## src/design/cfld_pkg.sv

```systemverilog
// Shared types and constants for the cruise / follow / lane-change decider
package cfld_pkg;

    // Divider sizing: numerator is 2*|n| + d, divisor is 2*d
    localparam int NUM_W     = 42;
    localparam int DEN_W     = 31;
    localparam int MAG_W     = NUM_W - 1;
    localparam int DSEL_W    = DEN_W - 1;
    localparam int DIV_CNT_W = $clog2(NUM_W + 1);
    localparam int ACC_W     = 46;

    // Configuration register indexes
    localparam logic [2:0] CFG_TARGET_SPEED = 3'd0;
    localparam logic [2:0] CFG_TARGET_GAP   = 3'd1;
    localparam logic [2:0] CFG_REACTION_MS  = 3'd2;
    localparam logic [2:0] CFG_PANIC_GAP    = 3'd3;
    localparam logic [2:0] CFG_MAX_ACCEL    = 3'd4;
    localparam logic [2:0] CFG_TICK_MS      = 3'd5;

    // Lane choice codes
    localparam logic [1:0] LANE_STAY  = 2'd0;
    localparam logic [1:0] LANE_LEFT  = 2'd1;
    localparam logic [1:0] LANE_RIGHT = 2'd2;

    // Which quotient the shared divider works on
    typedef enum logic [3:0] {
        DIV_SPEED   = 4'b0001,
        DIV_REL     = 4'b0010,
        DIV_BRAKE_V = 4'b0100,
        DIV_BRAKE_D = 4'b1000
    } t_div_sel;

    typedef struct packed {
        logic     capture;
        logic     prep;
        logic     prep2;
        logic     div_start;
        t_div_sel div_sel;
        logic     acc_add;
        logic     finish;
    } t_cmd;

    typedef struct packed {
        logic div_done;
        logic ahead;
        logic dd_pos;
        logic vrel_neg;
        logic out_free;
    } t_status;

endpackage

```

## src/design/cfld_ctrl.sv

```systemverilog
// Controller: sequences capture, products, divisions and the result word
module cfld_ctrl (
    input  logic               i_clk,
    input  logic               i_rst_n,
    input  logic               i_in_valid,
    output logic               o_in_stall,
    input  cfld_pkg::t_status  i_status,
    output cfld_pkg::t_cmd     o_cmd
);

    typedef enum logic [5:0] {
        ST_IDLE   = 6'b000001,
        ST_PREP   = 6'b000010,
        ST_PREP2  = 6'b000100,
        ST_DSTART = 6'b001000,
        ST_DRUN   = 6'b010000,
        ST_FINAL  = 6'b100000
    } t_state;

    t_state             r_state, n_state;
    cfld_pkg::t_div_sel r_sel, n_sel;

    always_ff @(posedge i_clk) begin
        if (!i_rst_n) begin
            r_state <= ST_IDLE;
            r_sel   <= cfld_pkg::DIV_SPEED;
        end else begin
            r_state <= n_state;
            r_sel   <= n_sel;
        end
    end

    // next state and commands
    always_comb begin
        n_state         = r_state;
        n_sel           = r_sel;
        o_cmd           = '0;
        o_cmd.div_sel   = r_sel;
        unique case (r_state)
            ST_IDLE: begin
                if (i_in_valid) begin
                    o_cmd.capture = 1'b1;
                    n_state       = ST_PREP;
                end
            end
            ST_PREP: begin
                o_cmd.prep = 1'b1;
                n_state    = ST_PREP2;
            end
            ST_PREP2: begin
                o_cmd.prep2 = 1'b1;
                n_sel = (i_status.ahead && !i_status.dd_pos) ? cfld_pkg::DIV_BRAKE_V
                                                             : cfld_pkg::DIV_SPEED;
                n_state = ST_DSTART;
            end
            ST_DSTART: begin
                o_cmd.div_start = 1'b1;
                n_state         = ST_DRUN;
            end
            ST_DRUN: begin
                if (i_status.div_done) begin
                    o_cmd.acc_add = 1'b1;
                    if (r_sel == cfld_pkg::DIV_SPEED && i_status.ahead
                        && i_status.dd_pos && i_status.vrel_neg) begin
                        n_sel   = cfld_pkg::DIV_REL;
                        n_state = ST_DSTART;
                    end else if (r_sel == cfld_pkg::DIV_BRAKE_V) begin
                        n_sel   = cfld_pkg::DIV_BRAKE_D;
                        n_state = ST_DSTART;
                    end else begin
                        n_state = ST_FINAL;
                    end
                end
            end
            ST_FINAL: begin
                if (i_status.out_free) begin
                    o_cmd.finish = 1'b1;
                    n_state      = ST_IDLE;
                end
            end
            default: n_state = ST_IDLE;
        endcase
    end

    assign o_in_stall = (r_state != ST_IDLE);

endmodule

```

## config.mk

```make
export PLATFORM = sky130hd
export DESIGN_NAME = cfld_ctrl
export DESIGN_NICKNAME = d
export VERILOG_FILES = /design/src/design/cfld_pkg.sv /design/src/design/cfld_ctrl.sv
export SDC_FILE = /design/constraint.sdc
export NUM_CORES = 1
export LEC_CHECK = 0
export ABC_AREA = 1
export BUFFER_PORTS_ARGS = -buffer_cell sky130_fd_sc_hd__buf_2
export CAP_MARGIN = 30
export CORE_MARGIN = 3
export CORE_UTILIZATION = 42
export DETAILED_ROUTE_END_ITERATION = 16
export GPL_ROUTABILITY_DRIVEN = 0
export GPL_TIMING_DRIVEN = 0
export MAX_ROUTING_LAYER = met4
export PLACE_DENSITY = 0.79
export SLEW_MARGIN = 20
export SYNTH_ARGS = -nofsm -noshare
export SYNTH_HDL_FRONTEND = slang
export SYNTH_SLANG_ARGS = --single-unit
```

## constraint.sdc

```tcl
create_clock -name i_clk -period 1 [get_ports i_clk]
set_input_delay 0.05 -clock i_clk [delete_from_list [all_inputs] [get_ports i_clk]]
set_output_delay 0.05 -clock i_clk [all_outputs]
set_load 0.05 [all_outputs]
```

* Word level (Yosys, flattened, before mapping)
Cells that the tools add are included.
** Storage, ports and cells
- Input bits :: 8
- Output and inout bits :: 11
- Logic and storage cells :: 43
- Bits in registers :: 10
** Operators by class
- Reduce and logical (&&, ||, !) cells :: 8
- Mux-type cells :: 20
- Equal/unequal tests :: 13
** Operator list (number)
- $pmux 6 s6 :: 1
- $mux 6 :: 5
- $mux 4 :: 3
- $mux 1 :: 9
- $pmux 4 s2 :: 1
- $eq 6x1->1 const B :: 1
- $eq 6x2->1 const B :: 1
- $eq 6x3->1 const B :: 1
- $eq 6x4->1 const B :: 1
- $eq 6x5->1 const B :: 1
- $eq 6x6->1 const B :: 1
- $ne 2x2->1 const B :: 3
- $ne 6x1->1 const B :: 1
- $reduce_and 3->1 :: 2
- $eq 4x1->1 const B :: 1
- $eq 4x3->1 const B :: 1
- $logic_and 1x1->1 :: 4
- $mux 3 :: 1
- $ne 3x3->1 const B :: 1
- $reduce_bool 2->1 :: 1
- $logic_not 1->1 :: 1

* Logic depth before layout (Yosys ltp)
Gate-level depths: netlist of run 1.
- Depth in word-level cells :: 7
- Mapped depth :: 9
- Depth with buffers taken out :: 9

* Least setup slack after synthesis of run 1
OpenSTA, ideal clock, no wires.
- Path type :: register to output
- From :: register r_state[0]
- To :: output port o_cmd[9] (netlist name)
- Buffers on the path :: 0
- Required time :: 0.950 ns
- Stages on the path, launching flop included :: 5
- Arrival :: 1.816 ns
- Path slack :: -0.866 ns
- Cell sequence :: dfxtp_1 -> inv_1 -> nor2_1 -> nand3_1 -> nor2_1
** RTL lines
- start: declaration :: RTL line cfld_ctrl.sv:20 : t_state r_state, n_state;
- start signal: assignment :: RTL line cfld_ctrl.sv:28 : r_state <= n_state;
- end: declaration :: RTL line cfld_ctrl.sv:8 : output cfld_pkg::t_cmd o_cmd

==> results of run 1 <==
how the worst min path moves through the flow:
stage               startpoint         end  cells past startpoint
detailed placement     i_rst_n  r_state[0]                      2
floorplan              i_rst_n  r_state[0]                      1
global route           i_rst_n  r_state[0]                      2
CTS                    i_rst_n  r_state[5]                      3
global placement       i_rst_n  r_state[0]                      2
finish                 i_rst_n  r_state[5]                      3
routing by layer:
layer  global-route usage [%]  part of all wire [%]  vias up  wire [um]
met4                     7.23                   1.7        0         33
met2                     38.1                    48       36        932
met5                        -                     0        -          0
met3                     7.88                   7.3        6        142
li1                         -                     -      349          -
met1                     25.7                    43      355        828
per-stage QoR:
step,setup WS [ps],area [um2],total power [W],utilization [%],instances
3_5_place_dp,-307,772,0.000633,64.3,120
2_1_floorplan,-305,664,0.000584,-,88
4_1_cts,-321,958,0.00107,79.8,134
6_report,-351,1010,0.00110,84.0,135
5_1_grt,-412,1010,0.00114,84.0,135
3_3_place_gp,-277,772,0.000626,64.3,120
worst min-delay path: stages:
cell and delay (ps):
buf_2 110, nand2_1 50, inv_1 50
cell usage after synthesis:
cell / number / area share (%)
a21oi_1: 5 / 4.3
clkinv_2: 1 / 0.85
dfxtp_1: 10 / 34
inv_1: 16 / 10
inv_2: 2 / 1.3
nand2_1: 16 / 10
nand2_2: 1 / 1.1
nand3_1: 9 / 7.7
nand3_2: 1 / 1.7
nand3_4: 1 / 3.0
nand4_1: 5 / 5.3
nand4_2: 1 / 2.1
nor2_1: 13 / 8.3
nor2_2: 2 / 2.1
nor2_4: 3 / 5.8
nor4_1: 1 / 1.1
o21ai_1: 1 / 0.85
placed cells by master (no fill, tap or decap), drive strengths merged:
cell type  netlist  final
nor4             1      1
o21ai            1      1
clkinv           1      1
a21oi            5      5
buf              0     29
nand4            6      6
nand2           17     17
nand3           11     11
clkinvlp         0      1
clkbuf           0      4
inv             18     17
nor2            18     18
dfxtp           10     10
registers in the layout, indices dropped and copies added, names as in the netlist:
name and cells:
r_sel 4, r_state 6
power by group:
group          switching, W  internal [W]  leakage (nW)
Clock              0.000168      0.000222        0.0210
Sequential        0.0000153      0.000398        0.0859
Combinational      0.000179      0.000115         0.377
Total              0.000362      0.000735         0.483
logic make-up (layout without fill, tap and decap cells):
kind of cell / count (synthesis) / count (layout) / synth area share [%]
AO/OA/AOI/OAI: 6 / 6 / 5.12
flip-flops: 10 / 10 / 34.1
buffers and inverters: 19 / 52 / 12.4
AND/OR/NAND/NOR: 53 / 53 / 48.4
layout make-up:
type	instances	area, um2	share of cell area (%)
Clock buffer	4	36.3	3.60
Timing Repair Buffer	29	246	24.4
Multi-Input combinational cell	59	404	40.1
Tap cell	14	17.5	1.74
Inverter	19	78.8	7.82
Sequential cell	10	225	22.3
what timing repair did:
| action | CTS | global route |
|---|---|---|
| hold buffers | 0 | 0 |
| setup endpoints to repair | 17 | 17 |
| gates resized for setup | 24 | 11 |
| pin swaps | 7 | 3 |
| buffers inserted | 10 | 1 |
==> results.json, run 1 <==
{
  "fin_worst_skew_ps": 15.2,
  "crit_buf_inv": 2,
  "critPathSlowestCell": "dfxtp_2",
  "drtPass1Iterations": 7,
  "setup_violations": 17,
  "numCtsBuffers": 3,
  "cts-htree-levels": 1,
  "dpl.hpwl_um": 1110,
  "power_density_nw_per_um2": 1090,
  "failed_checks": "negative hold slack, negative setup slack",
  "crit_top_cell": "nor2_4",
  "endpoint_kind": "output pin",
  "critPathLaunch": "r_state[2]",
  "core.rowCount": 12,
  "port_buffers": 18,
  "num_io_pins": 19,
  "syn-num-nets": 96,
  "routedWlPerCell_um": 14.3,
  "drive_above_1_share_pct": 58.7,
  "status": "finished, violations left",
  "critPathCapture": "o_cmd[1]",
  "num-fill-cells": 65,
  "grtUsageTotal_pct": 22.9,
  "yosysSeqAreaShare_pct": 34.1,
  "drv_slew": 0,
  "cap_violations": 0,
  "rr_worst_depth": 9,
  "r2r_slack_ps": -350,
  "ctsRootBufferMaster": "clkbuf_4",
  "grt_max_degree": 8,
  "nets": 130,
  "rsz0062_at_grt": "true",
  "cp_num_cells": 5,
  "clk_latency_ps": 290,
  "tritoncts": "built",
  "start_util_pct": 48.9,
  "dieHeight_um": 43.4,
  "ir_drop_mv": 0.929,
  "arrival_ps": 1300,
  "diodes": 0,
  "area_growth_pct": 71.9,
  "path_clk_slew_ps": 80,
  "holdWs_ps": -1.25,
  "fmax_mhz": 740,
  "cts.sinks": 10,
  "cpPeakStageDelay_ps": 340,
  "criticalPathCategory": "register to output pin",
  "maxSlewHeadroom_pct": 76.7,
  "yosys.cell_types.count": 17,
  "critPathLaunchType": "register",
  "period_share_pct": 135,
  "detail-route-antenna-nets": 0,
  "tightest_slew_ps": 348,
  "ys_ff_latch": 10,
  "hold_viol": 1,
  "p_leak_nw": 0.483,
  "grt_pass1_vias": 706,
  "routed_wl_um": 1940,
  "grt_overflow_total": 0,
  "first_iter_violations": 23,
  "antenna_found_initial": 0,
  "cp_cell_sequence": "nor2_4 > buf_6 > nand3_4 > nor2_4 > buf_8",
  "clock_path_buffers": 2,
  "core_area_um2": 1200,
  "synth_warnings": 0,
  "syn-cell-area_um2": 587,
  "hold_path.class": "input pin to register",
  "cp.required_ps": 950,
  "drc": 0,
  "post-route-min-period_ps": 1350,
  "vias": 746,
  "via_per_inst": 5.53,
  "fin_tns_setup_ps": -4780,
  "layout_setup_ws_ps": -351,
  "grt_pass1_wl_um": 3110,
  "die_x_um": 43.4,
  "reg2reg_to": "r_sel[1]",
  "worstPathMaxFanout": 4,
  "avgSynthCellArea_um2": 6.67,
  "synthCells": 88,
  "r2r_start": "r_state[2]",
  "crit_family": "simple AND/OR/NAND/NOR gates",
  "die_area_um2": 1880
}
Power figures use the tool's default switching activity.
==> run 2: changes to the inputs <==
--- a/config.mk
+++ b/config.mk
@@ -9,12 +9,13 @@
 export BUFFER_PORTS_ARGS = -buffer_cell sky130_fd_sc_hd__buf_2
 export CAP_MARGIN = 30
 export CORE_MARGIN = 3
-export CORE_UTILIZATION = 42
+export CORE_UTILIZATION = 45
+export CTS_BUF_LIST = sky130_fd_sc_hd__clkbuf_2 sky130_fd_sc_hd__clkbuf_4 sky130_fd_sc_hd__clkbuf_8
 export DETAILED_ROUTE_END_ITERATION = 16
 export GPL_ROUTABILITY_DRIVEN = 0
 export GPL_TIMING_DRIVEN = 0
 export MAX_ROUTING_LAYER = met4
-export PLACE_DENSITY = 0.79
+export PLACE_DENSITY = 0.83
 export SLEW_MARGIN = 20
 export SYNTH_ARGS = -nofsm -noshare
 export SYNTH_HDL_FRONTEND = slang
==> results.json, run 2 (synthesis gave the netlist of run 1 again) <==
{
  "setup_violations": 17,
  "port_buffers": 18,
  "fmax_mhz": 717,
  "min_to": "r_state[0]",
  "place_area_um2": 772,
  "cpPeakStageDelay_ps": 350,
  "cp_cell_sequence": "nor2_4 > buf_4 > nand3_4 > nor2_4 > buf_6",
  "grt_max_degree": 8,
  "largest_registers": "r_state x6, r_sel x4",
  "rsz0062_at_grt": "true",
  "post-route-min-period_ps": 1390,
  "grtUsageTotal_pct": 23.0,
  "ctsRootBufferMaster": "clkbuf_4",
  "cts-hold-fix-buffers": 0,
  "clock_path_buffers": 2,
  "tightest_slew_ps": 347,
  "dpl.hpwl_um": 1110,
  "r2r_slack_ps": -390,
  "cts.sinks": 10,
  "layout_commonest_cell": "nand2_1",
  "critPathLaunchType": "register",
  "worstPathMaxFanout": 6,
  "area_growth_pct": 81.0,
  "hold_path.class": "input pin to register",
  "p_leak_nw": 0.514,
  "criticalPathCategory": "register to output pin",
  "cp.required_ps": 950,
  "endpoint_kind": "output pin",
  "core_area_um2": 1170,
  "start_util_pct": 50.1,
  "fin_tns_setup_ps": -5020,
  "crit_buf_inv": 2,
  "r2r_start": "r_state[1]",
  "failed_checks": "negative setup slack",
  "min_from": "i_rst_n",
  "crit_top_cell": "nor2_4",
  "dp_slack_ps": -308,
  "num-fill-cells": 47,
  "tritoncts": "built",
  "power_density_nw_per_um2": 989,
  "path_clk_slew_ps": 60,
  "largest_reg_flops": 6,
  "rr_worst_depth": 9,
  "clk_latency_ps": 270,
  "crit_family": "simple AND/OR/NAND/NOR gates",
  "routedWlPerCell_um": 15.5,
  "holdWs_ps": 30.3,
  "drv_slew": 0,
  "arrival_ps": 1340,
  "layout_setup_ws_ps": -394,
  "diodes": 0,
  "antenna_found_initial": 0,
  "grt_pass1_wl_um": 2950,
  "cts-htree-levels": 1,
  "first_iter_violations": 33,
  "drtPass1Iterations": 4,
  "cap_violations": 0,
  "dieHeight_um": 42.1,
  "core.rowCount": 12,
  "reg2reg_to": "r_sel[3]",
  "numCtsBuffers": 3,
  "vias": 736,
  "final_cell_area_um2": 1060,
  "critPathSlowestCell": "dfxtp_4",
  "maxSlewHeadroom_pct": 76.8,
  "hold_viol": 0,
  "drc": 0,
  "num_io_pins": 19,
  "final_cell_mix": "14 x nand2_1, 13 x buf_4, 12 x inv_1, 11 x buf_2, 10 x nor2_1",
  "grt_pass1_vias": 661,
  "die_x_um": 42.1,
  "fin_worst_skew_ps": 12.2,
  "detail-route-antenna-nets": 0,
  "ir_drop_mv": 1.03,
  "grt_overflow_total": 0,
  "status": "finished, violations left",
  "period_share_pct": 139,
  "routed_wl_um": 2170,
  "top_register": "r_state",
  "drive_above_1_share_pct": 59.5,
  "die_area_um2": 1770,
  "hold_depth": 2,
  "nets": 135,
  "via_per_inst": 5.26
}
-- run 2: stage by stage --
step | util (%) | cells | total power, W
2_1_floorplan | - | 88 | 0.000584
3_3_place_gp | 65.9 | 120 | 0.000626
3_5_place_dp | 65.9 | 120 | 0.000633
4_1_cts | 84.1 | 133 | 0.000998
5_1_grt | 90.7 | 140 | 0.00109
6_report | 90.7 | 140 | 0.00105
-- run 2: power by group --
part	switching [W]	leakage (nW)	internal (W)
Clock	0.000143	0.0154	0.000144
Combinational	0.000205	0.412	0.000151
Sequential	0.0000107	0.0862	0.000397
Total	0.000359	0.514	0.000692
-- run 2: routing by layer --
layer / routed length, um / track usage [%] / vias to the layer above
met4: 26 / 6.83 / 0
met5: 0 / - / -
met1: 919 / 27.6 / 347
li1: - / - / 358
met2: 1110 / 38.9 / 27
met3: 110 / 4.29 / 4
-- run 2: worst max-delay path by stage --
stage	from	to	slack, ps	depth (start not counted)
after floorplan	r_state[3]	r_sel[3]	-310	5
after global placement	r_state[3]	r_sel[3]	-270	8
after detailed placement	r_state[3]	r_sel[1]	-310	8
after CTS	r_state[2]	o_cmd[1]	-330	5
after global routing	r_state[1]	r_sel[3]	-500	9
final	r_state[1]	o_cmd[1]	-390	5
-- run 2: cell type report --
| type | count | area [um2] | share of cell area [%] |
|---|---|---|---|
| Clock buffer | 3 | 22.5 | 2.12 |
| Inverter | 19 | 78.8 | 7.42 |
| Sequential cell | 10 | 228 | 21.4 |
| Multi-Input combinational cell | 59 | 423 | 39.8 |
| Tap cell | 14 | 17.5 | 1.65 |
| Timing Repair Buffer | 34 | 289 | 27.2 |
| Clock inverter | 1 | 3.75 | 0.353 |
-- run 2: repair_timing --
item | in CTS | in global routing
setup buffers | 9 | 7
setup endpoints to repair | 17 | 17
pin swaps | 8 | 6
hold endpoints to repair | 0 | 0
gates cloned | 0 | 0
resized for setup | 30 | 6
==> run 3: changes to the inputs <==
--- a/config.mk
+++ b/config.mk
@@ -6,11 +6,11 @@
 export NUM_CORES = 1
 export LEC_CHECK = 0
 export ABC_AREA = 1
-export BUFFER_PORTS_ARGS = -buffer_cell sky130_fd_sc_hd__buf_2
+export BUFFER_PORTS_ARGS = -buffer_cell sky130_fd_sc_hd__clkbuf_2
 export CAP_MARGIN = 30
 export CORE_MARGIN = 3
 export CORE_UTILIZATION = 45
-export CTS_BUF_LIST = sky130_fd_sc_hd__clkbuf_2 sky130_fd_sc_hd__clkbuf_4 sky130_fd_sc_hd__clkbuf_8
+export CTS_BUF_LIST = sky130_fd_sc_hd__clkbuf_8
 export DETAILED_ROUTE_END_ITERATION = 16
 export GPL_ROUTABILITY_DRIVEN = 0
 export GPL_TIMING_DRIVEN = 0
==> results.json, run 3 (synthesis gave the netlist of run 1 again) <==
{
  "status": "finished, violations left",
  "failed_checks": "negative setup slack",
  "drc": 0,
  "ir_drop_mv": 1.16,
  "die_x_um": 42.1,
  "post-route-min-period_ps": 1380,
  "power_density_nw_per_um2": 1080,
  "nets": 129,
  "grt_max_degree": 8,
  "wl_met1_um": 852,
  "vias": 726,
  "final_cell_mix": "13 x inv_1, 13 x nand2_1, 11 x clkbuf_2, 9 x nor2_1",
  "cap_violations": 0,
  "first_iter_violations": 17,
  "hold_viol": 0,
  "largest_reg_flops": 6,
  "dpl.hpwl_um": 1140,
  "tightest_slew_ps": 309,
  "detail-route-antenna-nets": 0,
  "p_leak_nw": 0.501,
  "antenna_found_initial": 0,
  "layout.cells.non_filler": 134,
  "port_buffers": 18,
  "maxSlewHeadroom_pct": 79.4,
  "setup_violations": 17,
  "arrival_ps": 1550,
  "routed_wl_um": 2080,
  "drtPass1Iterations": 4,
  "critPathLaunchType": "register",
  "tritoncts": "built",
  "endpoint_kind": "register",
  "start_util_pct": 50.1,
  "fin_tns_setup_ps": -4770,
  "rsz0062_at_grt": "true",
  "grtUsageTotal_pct": 25.2,
  "drive_above_1_share_pct": 60.8,
  "grt_overflow_total": 0,
  "path_clk_slew_ps": 50,
  "diodes": 0,
  "dieHeight_um": 42.1,
  "die_area_um2": 1770,
  "drv_slew": 0,
  "fmax_mhz": 724,
  "clk_latency_ps": 240,
  "num_io_pins": 19,
  "top_layer_used": "met4",
  "clock_path_buffers": 2,
  "criticalPathCategory": "register to register",
  "grt_pass1_wl_um": 3310,
  "worstPathMaxFanout": 4,
  "largest_registers": "r_state x6, r_sel x4",
  "routedWlPerCell_um": 15.5,
  "dr_wl_met2_um": 1050,
  "cts.sinks": 10,
  "top_register": "r_state",
  "via_per_inst": 5.42,
  "grt_pass1_vias": 736,
  "core.rowCount": 12,
  "hold_path.class": "input pin to register",
  "numCtsBuffers": 3,
  "dr_wl_met3_um": 151,
  "numPlacedInstances": 120,
  "ctsRootBufferMaster": "clkbuf_8",
  "area_growth_pct": 81.4,
  "cts-htree-levels": 1,
  "period_share_pct": 138,
  "layout_setup_ws_ps": -382,
  "core_area_um2": 1170,
  "cp.required_ps": 1170,
  "fin_worst_skew_ps": 4.59
}
run 3: changes by cell type in the layout (fill, tap and decap cells not counted), sizes merged:
cell    delta
inv        +1
buf       -21
clkbuf    +15
clkinv     -1
run 3: per-layer routing:
metal | GRT usage (%) | vias to the layer above
met4 | 9.32 | 0
li1 | - | 347
met1 | 29.4 | 340
met5 | - | -
met2 | 42.0 | 32
met3 | 6.01 | 7
run 3: worst paths after layout:
| kind | start | to | slack, ps | depth (start not counted) |
|---|---|---|---|---|
| setup / recovery | r_state[3] | r_sel[3] | -380 | 9 |
| hold / removal | i_rst_n | r_state[0] | 50 | 2 |
| setup reg to reg | r_state[3] | r_sel[3] | -380 | 9 |
| hold reg to reg | r_sel[0] | r_sel[0] | 480 | 2 |
run 3: repair_timing:
item	CTS	global route
buffers inserted	9	1
hold buffers	0	0
resized for setup	33	7
pin swaps	12	5
setup endpoints to repair	17	17
run 3: power breakdown:
| group | internal (W) | switching (W) | total (W) |
|---|---|---|---|
| clock network | 0.000269 | 0.000159 | 0.000428 |
| registers | 0.000399 | 0.0000125 | 0.000412 |
| logic | 0.000119 | 0.000189 | 0.000308 |
| total | 0.000787 | 0.000361 | 0.00115 |
run 3: area by class of cell:
| class | count | area [um2] |
|---|---|---|
| flip-flops and latches | 10 | 225 |
| multi-input cells | 59 | 423 |
| clock buffers | 3 | 41.3 |
| clock inverters | 1 | 3.75 |
| inverters | 19 | 78.8 |
| repair buffers | 28 | 275 |
| fillers | 49 | 106 |
| well taps | 14 | 17.5 |
run 3: stage by stage:
| stage | cell area (um2) | hold slack, ps | setup WS, ps | power, W | util, % |
|---|---|---|---|---|---|
| floorplan | 664 | 134 | -305 | 0.000584 | - |
| global placement | 772 | 291 | -270 | 0.000626 | 65.9 |
| detailed placement | 772 | 293 | -305 | 0.000633 | 65.9 |
| CTS | 1040 | 54.0 | -298 | 0.00112 | 88.7 |
| global route | 1060 | 55.7 | -438 | 0.00119 | 90.9 |
| finish | 1060 | 53.4 | -382 | 0.00115 | 90.9 |
run 3: critical path, stage by stage, from the launching register on:
cell and delay [ps]:
dfxtp_2 340, nor2_4 160, buf_4 130, buf_6 90, nand4_4 140, nand2_2 110, inv_2 60, nand2_4 80
nand2_1 80, a21oi_2 130
